$ cat src/design/dbed_pkg.sv
package dbed_pkg;

    // configuration port
    localparam int unsigned CFG_AW = 3;
    localparam int unsigned CFG_DW = 16;

    localparam logic [CFG_AW-1:0] CFG_ENTER_WIN   = 3'd0;
    localparam logic [CFG_AW-1:0] CFG_ENTER_LVL   = 3'd1;
    localparam logic [CFG_AW-1:0] CFG_EXIT_WIN    = 3'd2;
    localparam logic [CFG_AW-1:0] CFG_FORCED_WIN  = 3'd3;
    localparam logic [CFG_AW-1:0] CFG_EXIT_LVL    = 3'd4;
    localparam logic [CFG_AW-1:0] CFG_STALL_MUTEX = 3'd5;

    localparam logic [15:0] RST_ENTER_WIN  = 16'd200;
    localparam logic [15:0] RST_ENTER_LVL  = 16'd1;
    localparam logic [15:0] RST_EXIT_WIN   = 16'd1500;
    localparam logic [15:0] RST_FORCED_WIN = 16'd1000;
    localparam logic [15:0] RST_EXIT_LVL   = 16'd0;

    // event codes
    localparam logic [1:0] EV_NONE  = 2'd0;
    localparam logic [1:0] EV_START = 2'd1;
    localparam logic [1:0] EV_END   = 2'd2;

    localparam logic [31:0] FEW_TOGGLES = 32'd10;
    localparam logic [6:0]  PCT_MAX     = 7'd100;
    localparam logic [6:0]  PCT_SCALE   = 7'd100;
    localparam logic [15:0] QUIET_MAX   = 16'hFFFF;
    localparam logic [10:0] LIMIT_DIV   = 11'd2000;

    // quotient is below 100, so seven restoring steps suffice
    localparam int unsigned PCT_W     = 7;
    localparam int unsigned DIV_CNT_W = 3;
    localparam logic [DIV_CNT_W-1:0] DIV_LAST = 3'd6;

    typedef enum logic [2:0] {
        ST_IDLE,
        ST_DIFF,
        ST_CMP,
        ST_UPD,
        ST_DIV,
        ST_OUT
    } t_state;

    typedef struct packed {
        logic load_in;
        logic diff;
        logic cmp;
        logic update;
        logic div_step;
        logic out_load;
    } t_dp_cmd;

    typedef struct packed {
        logic need_div;
    } t_dp_sts;

    // magnitude of a 32-bit two's complement difference
    function automatic logic [31:0] mag32(input logic [31:0] d);
        mag32 = d[31] ? (~d + 32'd1) : d;
    endfunction

endpackage

$ cat src/design/dbed_ctrl.sv
module dbed_ctrl (
    input  logic               i_clk,
    input  logic               i_rst_n,
    input  logic               i_in_valid,
    output logic               o_in_stall,
    input  logic               i_out_stall,
    output logic               o_out_valid,
    output dbed_pkg::t_dp_cmd  o_cmd,
    input  dbed_pkg::t_dp_sts  i_sts
);

    dbed_pkg::t_state r_state, n_state;
    logic [dbed_pkg::DIV_CNT_W-1:0] r_cnt, n_cnt;
    logic r_out_valid;
    logic slot_free;

    assign slot_free = !r_out_valid || !i_out_stall;

    always_ff @(posedge i_clk) begin
        if (!i_rst_n) begin
            r_state <= dbed_pkg::ST_IDLE;
            r_cnt   <= '0;
        end else begin
            r_state <= n_state;
            r_cnt   <= n_cnt;
        end
    end

    always_comb begin
        n_state = r_state;
        n_cnt   = r_cnt;
        unique case (r_state)
            dbed_pkg::ST_IDLE: begin
                if (i_in_valid) n_state = dbed_pkg::ST_DIFF;
            end
            dbed_pkg::ST_DIFF: n_state = dbed_pkg::ST_CMP;
            dbed_pkg::ST_CMP:  n_state = dbed_pkg::ST_UPD;
            dbed_pkg::ST_UPD: begin
                n_cnt   = '0;
                n_state = i_sts.need_div ? dbed_pkg::ST_DIV : dbed_pkg::ST_OUT;
            end
            dbed_pkg::ST_DIV: begin
                n_cnt = r_cnt + 1'b1;
                if (r_cnt == dbed_pkg::DIV_LAST) n_state = dbed_pkg::ST_OUT;
            end
            dbed_pkg::ST_OUT: begin
                if (slot_free) n_state = dbed_pkg::ST_IDLE;
            end
            default: n_state = dbed_pkg::ST_IDLE;
        endcase
    end

    always_comb begin
        o_cmd          = '0;
        o_cmd.load_in  = (r_state == dbed_pkg::ST_IDLE) && i_in_valid;
        o_cmd.diff     = (r_state == dbed_pkg::ST_DIFF);
        o_cmd.cmp      = (r_state == dbed_pkg::ST_CMP);
        o_cmd.update   = (r_state == dbed_pkg::ST_UPD);
        o_cmd.div_step = (r_state == dbed_pkg::ST_DIV);
        o_cmd.out_load = (r_state == dbed_pkg::ST_OUT) && slot_free;
    end

    assign o_in_stall = (r_state != dbed_pkg::ST_IDLE);

    always_ff @(posedge i_clk) begin
        if (!i_rst_n) begin
            r_out_valid <= 1'b0;
        end else if (o_cmd.out_load) begin
            r_out_valid <= 1'b1;
        end else if (!i_out_stall) begin
            r_out_valid <= 1'b0;
        end
    end

    assign o_out_valid = r_out_valid;

endmodule

$ cat src/design/dbed_dp.sv
module dbed_dp (
    input  logic                          i_clk,
    input  logic                          i_rst_n,
    input  dbed_pkg::t_dp_cmd             i_cmd,
    output dbed_pkg::t_dp_sts             o_sts,
    input  logic                          i_cfg_we,
    input  logic [dbed_pkg::CFG_AW-1:0]   i_cfg_addr,
    input  logic [dbed_pkg::CFG_DW-1:0]   i_cfg_wdata,
    input  logic [31:0]                   i_now_ms,
    input  logic [31:0]                   i_error_frames,
    input  logic [31:0]                   i_shown_frames,
    input  logic [31:0]                   i_decoded_frames,
    input  logic [7:0]                    i_frame_rate,
    input  logic                          i_stall_active,
    output logic [1:0]                    o_event_res,
    output logic                          o_blur_active,
    output logic [6:0]                    o_error_percent,
    output logic [15:0]                   o_quiet_ms,
    output logic [31:0]                   o_event_time_ms
);

    // configuration
    logic [15:0] r_enter_win, r_enter_lvl, r_exit_win, r_forced_win, r_exit_lvl;
    logic        r_stall_mutex;

    always_ff @(posedge i_clk) begin
        if (!i_rst_n) begin
            r_enter_win   <= dbed_pkg::RST_ENTER_WIN;
            r_enter_lvl   <= dbed_pkg::RST_ENTER_LVL;
            r_exit_win    <= dbed_pkg::RST_EXIT_WIN;
            r_forced_win  <= dbed_pkg::RST_FORCED_WIN;
            r_exit_lvl    <= dbed_pkg::RST_EXIT_LVL;
            r_stall_mutex <= 1'b0;
        end else if (i_cfg_we) begin
            unique case (i_cfg_addr)
                dbed_pkg::CFG_ENTER_WIN:   r_enter_win   <= i_cfg_wdata;
                dbed_pkg::CFG_ENTER_LVL:   r_enter_lvl   <= i_cfg_wdata;
                dbed_pkg::CFG_EXIT_WIN:    r_exit_win    <= i_cfg_wdata;
                dbed_pkg::CFG_FORCED_WIN:  r_forced_win  <= i_cfg_wdata;
                dbed_pkg::CFG_EXIT_LVL:    r_exit_lvl    <= i_cfg_wdata;
                dbed_pkg::CFG_STALL_MUTEX: r_stall_mutex <= i_cfg_wdata[0];
                default: ;
            endcase
        end
    end

    // captured poll
    logic [31:0] r_now, r_errs, r_shown, r_dec;
    logic [7:0]  r_fps;
    logic        r_stall;

    always_ff @(posedge i_clk) begin
        if (i_cmd.load_in) begin
            r_now   <= i_now_ms;
            r_errs  <= i_error_frames;
            r_shown <= i_shown_frames;
            r_dec   <= i_decoded_frames;
            r_fps   <= i_frame_rate;
            r_stall <= i_stall_active;
        end
    end

    // detector state
    logic        r_blur, r_judging, r_force;
    logic [31:0] r_last, r_wse, r_wss, r_wst, r_efe, r_esd;

    // first stage: differences and rate product
    logic [31:0] r_el, r_rise_err, r_rise_shown, r_err_mag, r_tot;
    logic [23:0] r_limit_p;
    logic        r_few, r_chg;

    always_ff @(posedge i_clk) begin
        if (i_cmd.diff) begin
            r_el         <= r_now - r_wst;
            r_rise_err   <= r_errs - r_wse;
            r_rise_shown <= r_shown - r_wss;
            r_err_mag    <= dbed_pkg::mag32(r_errs - r_efe);
            r_tot        <= dbed_pkg::mag32(r_dec - r_esd);
            r_limit_p    <= 24'(r_fps) * 24'(r_exit_win);
            r_few        <= (r_shown <= dbed_pkg::FEW_TOGGLES);
            r_chg        <= (r_errs != r_last);
        end
    end

    // second stage: decision flags
    logic        r_f_enter_el, r_f_enter_rise, r_f_exit_el, r_f_forced_el;
    logic        r_f_exit_rise, r_f_shown_ok, r_f_tot_zero, r_f_big;
    logic [38:0] r_n;
    logic [15:0] r_quiet;
    logic [14:0] shown_p1;
    logic [25:0] shown_prod;

    // rise >= floor(P/2000) <=> rise >= 0 and 2000*(rise+1) > P; P < 2^24
    assign shown_p1   = {1'b0, r_rise_shown[13:0]} + 15'd1;
    assign shown_prod = 26'(shown_p1) * 26'(dbed_pkg::LIMIT_DIV);

    always_ff @(posedge i_clk) begin
        if (i_cmd.cmp) begin
            r_f_enter_el   <= (r_el >= 32'(r_enter_win));
            r_f_exit_el    <= (r_el >= 32'(r_exit_win));
            r_f_forced_el  <= (r_el >= 32'(r_forced_win));
            r_f_enter_rise <= ($signed({r_rise_err[31], r_rise_err})
                               >= $signed({17'd0, r_enter_lvl}));
            r_f_exit_rise  <= ($signed({r_rise_err[31], r_rise_err})
                               <= $signed({17'd0, r_exit_lvl}));
            r_f_shown_ok   <= !r_rise_shown[31] &&
                              ((|r_rise_shown[30:14]) || (shown_prod > 26'(r_limit_p)));
            r_f_tot_zero   <= (r_tot == '0);
            r_f_big        <= (r_err_mag >= r_tot);
            r_n            <= 39'(r_err_mag) * 39'(dbed_pkg::PCT_SCALE);
            r_quiet        <= (|r_el[31:16]) ? dbed_pkg::QUIET_MAX : r_el[15:0];
        end
    end

    // state update
    logic        n_blur, n_judging, n_force;
    logic [31:0] n_last, n_wse, n_wss, n_wst, n_efe, n_esd;
    logic [1:0]  n_ev;
    logic [31:0] n_etime;
    logic [15:0] n_quiet;
    logic [6:0]  n_pct;
    logic        ended;

    always_comb begin
        n_blur    = r_blur;
        n_judging = r_judging;
        n_force   = r_force;
        n_last    = r_last;
        n_wse     = r_wse;
        n_wss     = r_wss;
        n_wst     = r_wst;
        n_efe     = r_efe;
        n_esd     = r_esd;
        n_ev      = dbed_pkg::EV_NONE;
        n_etime   = '0;
        n_quiet   = '0;
        n_pct     = '0;
        ended     = 1'b0;
        if (r_few) begin
            n_last = r_errs;
        end else if (!r_blur) begin
            if (!r_judging) begin
                if (r_chg || r_force) begin
                    n_judging = 1'b1;
                    n_wse     = r_last;
                    n_wst     = r_now;
                    n_force   = 1'b0;
                end
            end else if (r_f_enter_el) begin
                n_judging = 1'b0;
                if (r_f_enter_rise) begin
                    n_efe = r_errs;
                    n_wst = r_now;
                    n_esd = r_dec;
                    // stall mutex keeps bookkeeping but suppresses the start
                    if (!(r_stall_mutex && r_stall)) begin
                        n_blur  = 1'b1;
                        n_ev    = dbed_pkg::EV_START;
                        n_etime = r_now;
                    end
                end
            end
            n_last = r_errs;
        end else begin
            if (!r_judging) begin
                if (!r_chg) begin
                    n_judging = 1'b1;
                    n_wse     = r_errs;
                    n_wst     = r_now;
                    n_wss     = r_shown;
                end
            end else if (r_f_exit_el) begin
                n_judging = 1'b0;
                ended     = r_f_exit_rise && r_f_shown_ok;
            end else if (r_chg) begin
                if (r_f_forced_el) begin
                    n_force = 1'b1;
                    ended   = 1'b1;
                end
                n_judging = 1'b0;
            end
            if (ended) begin
                n_blur  = 1'b0;
                n_ev    = dbed_pkg::EV_END;
                n_etime = r_now;
                n_quiet = r_quiet;
                if (!r_f_tot_zero && r_f_big) n_pct = dbed_pkg::PCT_MAX;
            end
            n_last = r_errs;
        end
    end

    assign o_sts.need_div = ended && !r_f_tot_zero && !r_f_big;

    always_ff @(posedge i_clk) begin
        if (!i_rst_n) begin
            r_blur    <= 1'b0;
            r_judging <= 1'b0;
            r_force   <= 1'b0;
            r_last    <= '0;
            r_wse     <= '0;
            r_wss     <= '0;
            r_wst     <= '0;
            r_efe     <= '0;
            r_esd     <= '0;
        end else if (i_cmd.update) begin
            r_blur    <= n_blur;
            r_judging <= n_judging;
            r_force   <= n_force;
            r_last    <= n_last;
            r_wse     <= n_wse;
            r_wss     <= n_wss;
            r_wst     <= n_wst;
            r_efe     <= n_efe;
            r_esd     <= n_esd;
        end
    end

    // pending result and restoring divider for the percentage
    logic [1:0]  r_res_ev;
    logic        r_res_blur;
    logic [6:0]  r_res_pct;
    logic [15:0] r_res_quiet;
    logic [31:0] r_res_etime;
    logic [38:0] r_rem, r_dsh;
    logic        div_ge;

    assign div_ge = (r_rem >= r_dsh);

    always_ff @(posedge i_clk) begin
        if (i_cmd.update) begin
            r_res_ev    <= n_ev;
            r_res_blur  <= n_blur;
            r_res_pct   <= n_pct;
            r_res_quiet <= n_quiet;
            r_res_etime <= n_etime;
            r_rem       <= r_n;
            r_dsh       <= {1'b0, r_tot, 6'd0};
        end else if (i_cmd.div_step) begin
            if (div_ge) r_rem <= r_rem - r_dsh;
            r_dsh     <= r_dsh >> 1;
            r_res_pct <= {r_res_pct[dbed_pkg::PCT_W-2:0], div_ge};
        end
    end

    always_ff @(posedge i_clk) begin
        if (i_cmd.out_load) begin
            o_event_res     <= r_res_ev;
            o_blur_active   <= r_res_blur;
            o_error_percent <= r_res_pct;
            o_quiet_ms      <= r_res_quiet;
            o_event_time_ms <= r_res_etime;
        end
    end

endmodule

$ cat src/design/debounced_blur_episode_detector_core.sv
// Debounced blur episode detector. Each accepted poll (time, error/shown/decoded
// frame counters, frame rate, stall flag) yields exactly one result transfer with
// the event code (none, blur started, blur ended), the blur state after the poll
// and, on an end event, the error percentage and the saturated quiet time. The
// result passes through the difference, compare and update states into the output
// register, and also through the divide state when an episode ends with a nonzero
// decoded rise larger than the error rise, since the percentage then runs through
// a 7-step restoring divider. Polls are worked one at a time; the input stalls
// until the previous result is in the output register, which holds it while the
// downstream side stalls. Configuration writes go through the plain write port and
// must only happen while no poll is in flight.
module debounced_blur_episode_detector_core (
    input  logic                          i_clk,
    input  logic                          i_rst_n,
    input  logic                          i_cfg_we,
    input  logic [dbed_pkg::CFG_AW-1:0]   i_cfg_addr,
    input  logic [dbed_pkg::CFG_DW-1:0]   i_cfg_wdata,
    input  logic                          i_in_valid,
    output logic                          o_in_stall,
    input  logic [31:0]                   i_now_ms,
    input  logic [31:0]                   i_error_frames,
    input  logic [31:0]                   i_shown_frames,
    input  logic [31:0]                   i_decoded_frames,
    input  logic [7:0]                    i_frame_rate,
    input  logic                          i_stall_active,
    output logic                          o_out_valid,
    input  logic                          i_out_stall,
    output logic [1:0]                    o_event_res,
    output logic                          o_blur_active,
    output logic [6:0]                    o_error_percent,
    output logic [15:0]                   o_quiet_ms,
    output logic [31:0]                   o_event_time_ms
);

    dbed_pkg::t_dp_cmd cmd;
    dbed_pkg::t_dp_sts sts;

    dbed_ctrl u_ctrl (
        .i_clk       (i_clk),
        .i_rst_n     (i_rst_n),
        .i_in_valid  (i_in_valid),
        .o_in_stall  (o_in_stall),
        .i_out_stall (i_out_stall),
        .o_out_valid (o_out_valid),
        .o_cmd       (cmd),
        .i_sts       (sts)
    );

    dbed_dp u_dp (
        .i_clk            (i_clk),
        .i_rst_n          (i_rst_n),
        .i_cmd            (cmd),
        .o_sts            (sts),
        .i_cfg_we         (i_cfg_we),
        .i_cfg_addr       (i_cfg_addr),
        .i_cfg_wdata      (i_cfg_wdata),
        .i_now_ms         (i_now_ms),
        .i_error_frames   (i_error_frames),
        .i_shown_frames   (i_shown_frames),
        .i_decoded_frames (i_decoded_frames),
        .i_frame_rate     (i_frame_rate),
        .i_stall_active   (i_stall_active),
        .o_event_res      (o_event_res),
        .o_blur_active    (o_blur_active),
        .o_error_percent  (o_error_percent),
        .o_quiet_ms       (o_quiet_ms),
        .o_event_time_ms  (o_event_time_ms)
    );

    // one poll in flight: a transfer closes the input next cycle
    a_single_poll: assert property (@(posedge i_clk) disable iff (!i_rst_n)
        i_in_valid && !o_in_stall |=> o_in_stall)
        else $error("input open right after a transfer");

    a_event_state: assert property (@(posedge i_clk) disable iff (!i_rst_n)
        o_out_valid && (o_event_res == dbed_pkg::EV_START || o_event_res == dbed_pkg::EV_END)
        |-> (o_blur_active == (o_event_res == dbed_pkg::EV_START)))
        else $error("event code disagrees with blur state");

    a_pct_range: assert property (@(posedge i_clk) disable iff (!i_rst_n)
        o_out_valid |-> (o_error_percent <= dbed_pkg::PCT_MAX))
        else $error("error percentage above limit");

    a_none_clean: assert property (@(posedge i_clk) disable iff (!i_rst_n)
        o_out_valid && o_event_res == dbed_pkg::EV_NONE
        |-> (o_event_time_ms == '0 && o_quiet_ms == '0 && o_error_percent == '0))
        else $error("no-event result carries event data");

endmodule
$ cat config.mk
export PLATFORM = sky130hd
export DESIGN_NAME = debounced_blur_episode_detector_core
export DESIGN_NICKNAME = d
export VERILOG_FILES = /design/src/design/dbed_pkg.sv /design/src/design/dbed_ctrl.sv /design/src/design/dbed_dp.sv /design/src/design/debounced_blur_episode_detector_core.sv
export SDC_FILE = /design/constraint.sdc
export NUM_CORES = 2
export LEC_CHECK = 0
export BUFFER_PORTS_ARGS = -buffer_cell sky130_fd_sc_hd__clkbuf_2
export CAP_MARGIN = 20
export CORE_MARGIN = 2
export CORE_UTILIZATION = 40
export CTS_CLUSTER_SIZE = 12
export DETAILED_ROUTE_END_ITERATION = 10
export SLEW_MARGIN = 5
export SYNTH_ARGS = -nofsm -noshare
export SYNTH_HDL_FRONTEND = slang
export SYNTH_SLANG_ARGS = --single-unit
$ cat constraint.sdc
create_clock -name i_clk -period 15.3 [get_ports i_clk]
set_input_delay 3.06 -clock i_clk [delete_from_list [all_inputs] [get_ports i_clk]]
set_output_delay 3.06 -clock i_clk [all_outputs]
set_load 0.03 [all_outputs]
======== Yosys cells after proc, flatten, opt, wreduce, memory -nomap -nowiden ========
Index checks and enable logic that the tools add are counted.
word-level totals
  register bits after elaboration ......... 860
  input port bits ......................... 161
  output and inout port bits .............. 60
  word-level logic and storage cells ...... 228
operators by class
  add/sub/neg operators ................... 10
  multiply operators ...................... 3
  magnitude comparators ................... 9
  eq/ne operators ......................... 25
  muxes and demuxes ....................... 74
  bitwise gates (word level) .............. 7
  reductions and logical operators ........ 42
operator list
  cell                     count
  $mux W32                 18
  $sub A32 B32 Y32         5
  $mux W39                 3
  $ge A32 B16 Y1           3
  $mux W38                 2
  $add A32 B1 Y32 const B  2
  $not A32 Y32             2
  $mux W31                 2
  $mux W7                  6
  $ge A39 B38 Y1           1
  $sub A39 B38 Y39         1
  $mul A32 B5 Y37 const B  1
  $mux W1                  33
  $ge A32 B17 Y1           1
  $ge A32 B32 Y1           1
  $le A32 B17 Y1           1
  $le A32 B4 Y1 const B    1
  $logic_not A32 Y1        1
  $ne A32 B32 Y1           1
  $gt A26 B24 Y1           1
  $mul A8 B16 Y24          1
  $mul A15 B7 Y22 const B  1
  $ne A2 B2 Y1 const B     9
  $pmux W3 S6              1
  other kinds (25)         72

======== Logic depth before layout (Yosys ltp) ========
  depth in word-level cells ............... 12
  depth in mapped cells ................... 28
  depth with buffers taken out ............ 28

======== Modules after synthesis ========
A second synthesis with hierarchy kept.
second synthesis, totals
  cell total of the unflattened synthesis .. 5565
  area, all modules ....................... 54971.5 um^2
modules (own cells, without submodules)
  module     instances  cells each  area each (um^2)  seq. area each (um^2)
  dbed_dp    1          5516        54549.8           22791.9
  dbed_ctrl  1          49          421.7             140.1

======== Least setup slack after synthesis ========
OpenSTA, ideal clock, no wires.
  path kind ............................... reg2reg
  from .................................... reg u_ctrl.r_state[0]
  to ...................................... reg u_dp.r_chg (enable)
  setup time .............................. 998 ps
  arrival time ............................ 14021 ps
  data required time ...................... 14302 ps
  setup slack ............................. 281 ps
  stages on the path, launching flop included .. 3
  buffers on the path ..................... 1
  period minus slack after synthesis ...... 15019 ps
  cell sequence ........................... dfxtp_1 clkbuf_1 nor3b_1
on the way
  word-level cells in the longest chain between the ends .. 1
RTL lines
  element                 RTL line         source
  start, declared         dbed_ctrl.sv:12  dbed_pkg::t_state r_state, n_state;
  start signal, assigned  dbed_ctrl.sv:21  r_state <= dbed_pkg::ST_IDLE;
  start signal, assigned  dbed_ctrl.sv:24  r_state <= n_state;
  $eq A3 B1 Y1            dbed_ctrl.sv:56  o_cmd.diff = (r_state == dbed_pkg::ST_DIFF);
  end signal, assigned    dbed_dp.sv:81    r_chg <= (r_errs != r_last);
  end, declared           dbed_dp.sv:70    logic r_few, r_chg;
No other way between the ends.
A chain may end at the register's enable or synchronous reset.

======== Worst setup path after layout ========
  from .................................... reg u_dp.r_rise_shown[2]
  to ...................................... reg u_dp.r_f_shown_ok (data pin)
on the way
  word-level cells in the longest chain between the ends .. 5
RTL lines
  element                 RTL line        source
  start, declared         dbed_dp.sv:68   logic [31:0] r_el, r_rise_err, r_rise_shown, r_err_mag, r_tot;
  start signal, assigned  dbed_dp.sv:76   r_rise_shown <= r_shown - r_wss;
  $add A14 B1 Y15         dbed_dp.sv:94   assign shown_p1 = {1'b0, r_rise_shown[13:0]} + 15'd1;
  $mul A15 B7 Y22         dbed_dp.sv:95   assign shown_prod = 26'(shown_p1) * 26'(dbed_pkg::LIMIT_DIV);
  $gt A26 B24 Y1          dbed_dp.sv:107  ((|r_rise_shown[30:14]) || (shown_prod > 26'(r_limit_p)));
  $logic_or A1 B1 Y1      dbed_dp.sv:107
  $logic_and A1 B1 Y1     dbed_dp.sv:106  r_f_shown_ok <= !r_rise_shown[31] &&
  end signal, assigned    dbed_dp.sv:106
  end, declared           dbed_dp.sv:87   logic r_f_exit_rise, r_f_shown_ok, r_f_tot_zero, r_f_big;
No other way between the ends.

==> impl_metrics.json <==
{
  "syn_nets": 6376,
  "first_global_vias": 37800,
  "synth_cell_types": 84,
  "rows": 135,
  "h-tree-depth": 3,
  "crit_path_max_incr_delay_ns": 0.71,
  "grt_usage": 0.183,
  "initial_core_util": 0.403,
  "fin_worst_skew_ns": 0.0554,
  "worst_r2r_path_depth": 27,
  "drtPass1Iterations": 5,
  "fillerInstances": 12900,
  "placed_cell_area_um2": 57700,
  "cp_slowest_cell": "xnor2_1",
  "synth_ff_type": "edfxtp_1",
  "top_regs": "u_dp.r_rem: 39 flops, u_dp.r_dsh: 38 flops, u_dp.r_n: 37 flops",
  "clk_pin_slew_ns": 0.06,
  "insertion_delay_ns": 0.72,
  "critPathKind": "flip-flop to flip-flop",
  "vdd_drop_max_mv": 0.433,
  "ant_nets": 0,
  "fmax_mhz": 139,
  "ctsHoldBuffers": 0,
  "drv_cap": 0,
  "cts.sinks": 860,
  "post-route-util": 0.451,
  "setup_viol": 0,
  "crit_path_max_fanout": 8,
  "grt_max_degree": 187,
  "synthArstFlopShare": 0,
  "num_vias": 38900,
  "synth_edf_count": 571,
  "worstHoldPathCells": 0,
  "numCtsBuffers": 101,
  "dpl.hpwl_um": 96700,
  "areaGrowthSynthToFinish_pct": 11.8,
  "hold_path.class": "flip-flop to flip-flop",
  "wirelength_um": 129000,
  "hold_violations": 0,
  "yosys_register_bits": 860,
  "worstSetupEndpointType": "flip-flop",
  "antenna_found_initial": 17,
  "most-common-layout-cells": "nand2_1, inv_1, edfxtp_1, ha_1, a21oi_1",
  "synth_seq_area_share": 0.419,
  "fp.dieW_um": 374,
  "tightest_slew_ns": 1.44,
  "syn-cell-area_um2": 54700,
  "syn_area_per_cell_um2": 9.88,
  "drc": 0,
  "dieArea_um2": 140000,
  "cp_data_required_time_ns": 15.75,
  "drive_gt1_frac": 0.0811,
  "p_leak_uw": 0.0248,
  "fin_setup_tns_ns": 0,
  "final_nets": 6576,
  "cts_tree": "yes",
  "synth_top_area_frac": 0.314,
  "synthCells": 5533,
  "place_congestion": 0.853,
  "p_per_area_nw_per_um2": 245,
  "portBuffers": 220,
  "rsz0062_at_grt": "false",
  "postCtsSetupBuffers": 0,
  "chipHeight_um": 374,
  "slew_violations": 0,
  "final_common_cell": "nand2_1",
  "ys_warn_count": 0,
  "yosysTopAreaCell": "edfxtp_1",
  "largest_reg_flops": 39,
  "core_area_um2": 136000,
  "synth.top_cells.by_area": "edfxtp_1, ha_1, dfxtp_1",
  "vias_per_cell": 5.12,
  "ios": 221,
  "timing.slew.headroom": 0.0414,
  "post_cts_resized": 0,
  "grt_overflow_total": 0,
  "critPathArrivalTime_ns": 7.63,
  "clockBufferDepth": 3,
  "design_area_um2": 61100,
  "dr.first_iter.drc_count": 2238,
  "start_kind": "flip-flop",
  "largest-register": "u_dp.r_rem",
  "avgRoutedWirePerCell_um": 17.0,
  "status": "completed",
  "post-route-period-util": 0.469,
  "final.min_clock_period_ns": 7.18,
  "grt_pass1_wl_um": 206000,
  "root_buffer": "clkbuf_16"
}
-- cells in the mapped netlist, drive strengths merged, types with 12 or more instances --
cell type / n
o31ai: 16
nor4: 49
or3: 19
and2: 124
o22ai: 38
nor2: 220
a31oi: 29
clkbuf: 141
a21o: 144
nand2: 748
ha: 522
o21bai: 25
buf: 12
nor2b: 54
nand2b: 49
a2111oi: 17
a21boi: 242
dfxtp: 289
mux2i: 36
a211o: 15
nor3: 65
or2: 31
edfxtp: 571
nand3: 87
nor3b: 12
o211a: 39
and3: 33
o21a: 55
o21ai: 140
a211oi: 20
a21oi: 294
xor2: 100
xnor2: 242
fa: 160
inv: 695
nand4: 45
o211ai: 37
-- routing by layer --
layer,global-route usage,share of wire,vias up
met5,0,0.00060,-
li1,-,-,19600
met1,0.263,0.49,18500
met3,0.0286,0.049,156
met2,0.284,0.44,696
met4,0.0516,0.021,14
-- where the power goes --
| group | switching [uW] | total, uW | leakage, uW | internal, uW |
|---|---|---|---|---|
| clock network | 1010 | 2450 | 0.00163 | 1440 |
| registers | 348 | 3630 | 0.00761 | 3280 |
| logic | 4890 | 8900 | 0.0156 | 4010 |
-- critical path, delay by kind of cell (launching register included) --
family                   cells  cell delay, ns
AO/OA/AOI/OAI                9            1.71
XOR/XNOR                     3            1.14
adder cells (fa/ha/maj)      6            2.41
buffers and inverters        3            0.18
flip-flops                   1            0.46
AND/OR/NAND/NOR              6            1.02
-- path summary, 6_finish.rpt --
check,start,end,slack [ns]
worst min register to register,u_dp.r_res_etime[4],u_dp.o_event_time_ms[4],0.39
worst min-delay path,u_dp.r_res_etime[4],u_dp.o_event_time_ms[4],0.39
worst max register to register,u_dp.r_rise_shown[2],u_dp.r_f_shown_ok,8.12
worst max-delay path,u_dp.r_rise_shown[2],u_dp.r_f_shown_ok,8.12
-- metrics by stage --
stage          power [uW]  worst slack, ns  instances  hold WS (ns)
2_1_floorplan       10700            0.281       5533         0.400
3_3_place_gp        12400             8.15       7407         0.401
3_5_place_dp        12600             8.08       7408         0.405
4_1_cts             15100             8.07       7598         0.388
5_1_grt             16500             7.46       7604         0.412
6_report            15000             8.12       7605         0.391
-- logic make-up after synthesis --
| kind of cell | synth area share |
|---|---|
| muxes | 0.00741 |
| DFF | 0.419 |
| and+or+nand+nor | 0.134 |
| xor gates and xnor gates | 0.0551 |
| adders and majority gates | 0.178 |
| buffers and inverters | 0.0583 |
| AOI/OAI and AO/OA | 0.148 |
-- final cells by class --
cell class / count / area, um2 / share of cell area
clock inverters: 60 / 629 / 0.0103
inverters: 695 / 2610 / 0.0427
well taps: 1781 / 2230 / 0.0365
clock buffers: 130 / 2740 / 0.0448
repair buffers: 250 / 1350 / 0.0221
diodes: 4 / 10.0 / 0.000164
flip-flops and latches: 860 / 22900 / 0.375
multi-input cells: 3825 / 28600 / 0.468
(Power assumes the default switching activity.)
